--- src/hw/rtl/chd_pkg.sv ---
// Shared types and constants for the convex hull deque block.
`timescale 1ns / 1ps
package chd_pkg;

  localparam int unsigned PointW = 32;

  typedef logic [PointW-1:0] point_t;

  typedef enum logic [1:0] {
    ST_OK       = 2'd0,
    ST_TOO_FEW  = 2'd1,
    ST_DROPPED  = 2'd2
  } status_t;

  typedef struct packed {
    point_t p;
    logic   fin;
  } cmd_t;

  typedef enum logic [3:0] {
    S_IDLE,
    S_RD_B,
    S_TST_B,
    S_RD_T,
    S_TST_T,
    S_PUSH_B,
    S_PUSH_T,
    S_SEED,
    S_EMIT_RD,
    S_EMIT,
    S_ERR
  } state_t;

  // Sign of (b-a)x(c-a) is positive.
  function automatic logic left_of(point_t a, point_t b, point_t c);
    logic signed [16:0] bx, by, cx, cy;
    logic signed [34:0] t1, t2;
    bx = $signed({b[15], b[15:0]}) - $signed({a[15], a[15:0]});
    by = $signed({b[31], b[31:16]}) - $signed({a[31], a[31:16]});
    cx = $signed({c[15], c[15:0]}) - $signed({a[15], a[15:0]});
    cy = $signed({c[31], c[31:16]}) - $signed({a[31], a[31:16]});
    t1 = 35'(bx * cy);
    t2 = 35'(cx * by);
    return (t1 - t2) > 35'sd0;
  endfunction

endpackage

--- src/hw/rtl/chd_front.sv ---
// Input stage: accepts vertices and places them in a short command queue.
`timescale 1ns / 1ps
module chd_front (
  input  logic                  clk,
  input  logic                  rst_n,
  input  logic                  in_valid,
  output logic                  in_ready,
  input  chd_pkg::cmd_t         in_cmd,
  output logic                  q_valid,
  input  logic                  q_ready,
  output chd_pkg::cmd_t         q_cmd
);

  chd_pkg::cmd_t mem_r [2];
  logic [1:0] wp_r, rp_r;

  assign in_ready = (wp_r - rp_r) != 2'd2;
  assign q_valid  = wp_r != rp_r;
  assign q_cmd    = mem_r[rp_r[0]];

  always_ff @(posedge clk) begin
    if (in_valid && in_ready) begin
      mem_r[wp_r[0]] <= in_cmd;
    end
    if (!rst_n) begin
      wp_r <= 2'd0;
      rp_r <= 2'd0;
    end else begin
      if (in_valid && in_ready) wp_r <= wp_r + 2'd1;
      if (q_valid && q_ready) rp_r <= rp_r + 2'd1;
    end
  end

endmodule

--- config.mk ---
export PLATFORM = sky130hd
export DESIGN_NAME = chd_front
export DESIGN_NICKNAME = d
export VERILOG_FILES = /design/src/hw/rtl/chd_pkg.sv /design/src/hw/rtl/chd_front.sv
export SDC_FILE = /design/constraint.sdc
export NUM_CORES = 1
export LEC_CHECK = 0
export BUFFER_PORTS_ARGS = -buffer_cell sky130_fd_sc_hd__clkbuf_2
export CELL_PAD_IN_SITES_DETAIL_PLACEMENT = 1
export CELL_PAD_IN_SITES_GLOBAL_PLACEMENT = 1
export CORE_MARGIN = 1.5
export CORE_UTILIZATION = 39
export CTS_CLUSTER_DIAMETER = 150
export DETAILED_ROUTE_END_ITERATION = 6
export HOLD_SLACK_MARGIN = 0.06
export PLACE_DENSITY_LB_ADDON = 0.15
export SETUP_SLACK_MARGIN = 0.1
export SYNTH_ARGS = -nofsm -noshare
export SYNTH_HDL_FRONTEND = slang
export SYNTH_SLANG_ARGS = --single-unit
--- constraint.sdc ---
create_clock -name clk -period 2.82 [get_ports clk]
set_input_delay 0.564 -clock clk [delete_from_list [all_inputs] [get_ports clk]]
set_output_delay 0.564 -clock clk [all_outputs]
set_load 0.01 [all_outputs]
### Word level (Yosys, flattened, before mapping)

Memories as Yosys holds them, arrays and structs flattened. A register that Yosys moved wholly into a read port is not among the register bits.
Index checks and enable logic that the tools add are counted.

* memories: 1
* bits in writable memories: 66
* bits in registers: 4

Memory list
* mem_r: depth 2, width 33, rd ports 1, clocked after Yosys merged registers in 1, write ports 1, line chd_front.sv:14 `chd_pkg::cmd_t mem_r [2];`

* $add $sub $neg: 3
* muxes and demuxes: 4
* reductions and logical operators: 2
* equal/unequal tests: 2

Operators with widths (count)
* adder 2 x 1 -> 2 bit, second input constant: 2
* two-way mux 1 bit: 4
* logical AND 1 bit: 2
* inequality test 2 bit: 1
* inequality test 2 bit, second input constant: 1
* subtractor 2 bit: 1

### Logic depth before layout (Yosys ltp)

* depth in word-level cells: 5
* depth in mapped cells: 4
* depth with buffers taken out: 3

### Worst setup path after synthesis

No wires, ideal clock.

* path type: input to register
* start: input port in_valid
* end: memory mem_r[1][0] (netlist name) (enable)
* arrival time: 2.308 ns
* path slack: 0.078 ns
* data required time: 2.386 ns
* stages on the path: 2
* buffers on the path: 0
* cells stage by stage: nand2_1 -> a21oi_1

* cells in the longest elaborated chain, start to end: 3

RTL lines
* start: declaration: line chd_front.sv:6 `input logic in_valid,`
* logical AND 1 bit: line chd_front.sv:22 `if (in_valid && in_ready) begin`
* two-way mux 1 bit: line chd_front.sv:22
* two-way mux 1 bit (not written as such): line chd_front.sv:23 `mem_r[wp_r[0]] <= in_cmd;`
* end: declaration: line chd_front.sv:14

No other way between the ends.

==> summary.md <==
| Metric | Value |
|---|---|
| Clock transition at path regs | `70 ps` |
| Routed WL per cell | `16.4 um` |
| Initial detailed-routing violation count | `87` |
| Max cap viols | `0` |
| Crit-path max cell delay | `850 ps` |
| CTS Buf Count | `9` |
| Measured slew at the worst slew-check pin | `795 ps` |
| Port buffer count | `71` |
| Final nets | `250` |
| Synth unique cells | `20` |
| #FFs+latches synth | `71` |
| Rows | `29` |
| Worst EP required | `2260 ps` |
| Design area | `3270 um2` |
| Die Wd | `85.3 um` |
| Post-layout min period | `2300 ps` |
| Root Buffer | `clkbuf_8` |
| Fmax | `0.435 GHz` |
| Sequential share of the synthesized area | `78.8%` |
| Final Hold Fails | `0` |
| Layout cell share with drive strength beyond 1 | `55.8%` |
| Syn_nets | `172` |
| Total gr overflow | `0` |
| RR Startpoint | `rp_r[0]$_SDFFE_PN0P_` |
| Synthesis-to-layout area growth | `23.7%` |
| Syn Area/Cell | `19.6 um2` |
| Min-delay src | `in_cmd[11]` |
| Gate Count Post-Synth | `135` |
| Worst hold path type | `in -> reg` |
| Antenna violations before repair | `0` |
| ANT nets after route | `0` |
| Crit path cell chain | `mux2_2, clkbuf_2` |
| Largest net degree at the start of global routing | `34` |
| Slew Viols, Final | `0` |
| Critical path arrival | `1740 ps` |
| Placed cell count | `279` |
| Leak Pwr | `0.00124 uW` |
| Die area | `7280 um2` |
| Clock tree sinks | `71` |
| Post-CTS Setup Bufs | `0` |
| Post-cts resize count | `0` |
| DR DRC count | `5` |
| Initial cell density of the core | `40.9%` |
| Pwr dens | `699 nW/um2` |
| Yosys warning total | `0` |
| Pre-antenna DRT Iters | `6` |
| Core area | `6460 um2` |
| Final TNS setup | `0 ps` |
| Slew headroom | `47.0%` |
| First-pass GRT wire length | `7670 um` |
| Area after DPL | `3090 um2` |
| Finished Layout Cells | `294` |
| Ant. Diodes | `0` |
| Crit Path Class | `reg -> out` |
| Via density | `4.87` |
| Max VDD drop | `0.359 mV` |
| Area of the mapped netlist | `2640 um2` |
| Violated checks | `DRC` |
| Clk buf depth | `2` |
| CTS H-tree depth | `3` |
| Crit path launch type | `register` |
| Routed vias | `1431` |
| CTS tree | `yes` |
| GP Congestion | `0.676` |
| Slowest cell on crit path | `dfxtp_2` |
| Detailed Route WL | `4820 um` |
| Die height | `85.3 um` |
| Final setup viols | `0` |
| Critical path endpoint category | `primary output` |
| Status | `complete, but fails checks` |
| GRT Util Overall | `14.4%` |
| Setup Skew | `10.0 ps` |
| Hold_ws | `422 ps` |
| Hold-fix buffers, CTS | `0` |
| Post-layout util | `50.6%` |
| Worst-path maximum fanout | `33` |
| RSZ-0062 raised after global routing | `no` |
| Later-pin clock latency in the skew report | `330 ps` |
| I/O Pins | `72` |
| Vias in the first global route | `1577` |
| Final period util | `81.6%` |
==> metal layers <==
metal  share of wire (%)  vias up  global-route usage [%]
met5                   0        -                       0
met4                 1.8        0                    7.18
met3                 5.3        9                    4.86
met2                  52       49                    24.3
met1                  41      694                    16.5
li1                    -      679                       -
==> synthesized netlist by cell type <==
master | instances | area (um2)
a21boi_0 | 2 | 15.0
a21oi_1 | 1 | 5.00
a311oi_1 | 1 | 8.76
a31oi_1 | 2 | 12.5
and3b_1 | 1 | 8.76
buf_2 | 3 | 15.0
clkbuf_1 | 1 | 3.75
clkbuf_2 | 1 | 5.00
dfxtp_1 | 5 | 100
edfxtp_1 | 66 | 1980
inv_1 | 1 | 3.75
mux2_2 | 33 | 372
mux2i_1 | 2 | 20.0
nand2_1 | 6 | 22.5
nand4_1 | 1 | 6.26
nor2_1 | 3 | 11.3
o21ai_0 | 2 | 10.0
or3_1 | 1 | 6.26
xnor2_1 | 2 | 17.5
xor2_2 | 1 | 16.3
==> placed cells by master, fill, tap and decap left out <==
master / n
mux2i_1: 2
and3b_2: 1
a31oi_1: 2
nor2_1: 3
a21oi_4: 1
a21boi_0: 2
nand2_1: 6
inv_1: 1
bufinv_16: 1
clkbuf_2: 71
a311oi_1: 1
nand4_1: 1
o21ai_0: 2
clkbuf_1: 1
clkinv_1: 2
xor2_2: 1
clkbuf_8: 9
buf_4: 1
clkinvlp_4: 1
dfxtp_2: 1
mux2_2: 33
clkinv_2: 1
or3_1: 1
xnor2_1: 2
dfxtp_1: 4
edfxtp_1: 66
==> logic make-up after synthesis <==
logic type,share of synthesized area [%]
xor+xnor,1.28
mux,14.8
flops,78.8
compound gates,1.94
buf+inv,1.04
simple gates,2.08
==> worst max-delay path: cells and delay by family (launching register included) <==
| kind | cells | cell delay (ps) |
|---|---|---|
| flops | 1 | 850 |
| mux | 1 | 430 |
| buf+inv | 1 | 130 |
==> metrics by stage <==
step / power [uW] / setup WS (ps)
after floorplan: 1450 / 813
after CTS: 2320 / 456
after detailed placement: 1580 / 821
after global placement: 1570 / 849
after global routing: 2390 / 385
final: 2280 / 520
==> layout make-up <==
cell class | count | area, um2
Multi-Input combinational cell | 58 | 544
Clock buffer | 10 | 128
Fill cell | 658 | 3190
Timing Repair Buffer | 72 | 363
Sequential cell | 71 | 2080
Clock inverter | 5 | 50.0
Inverter | 1 | 3.75
Tap cell | 77 | 96.3
==> final timing paths <==
kind	end	cells after the start	slack, ps
min	mem_r[0][11]$_DFFE_PP_	1	420
max	q_cmd[31]	2	520
max reg2reg	mem_r[0][23]$_DFFE_PP_	3	940
min reg2reg	rp_r[1]$_SDFFE_PN0P_	2	590
==> where the power goes <==
| part | switching (uW) | internal [uW] |
|---|---|---|
| clock | 336 | 396 |
| sequential | 42.8 | 1240 |
| combinational | 141 | 127 |
| total | 520 | 1760 |
==> sequential cells by signal, summed over array words and instances (netlist names), named ones only <==
register / flops
mem_r: 66
wp_r: 2
rp_r: 2
Note: power is estimated with default switching activity, not from simulation.
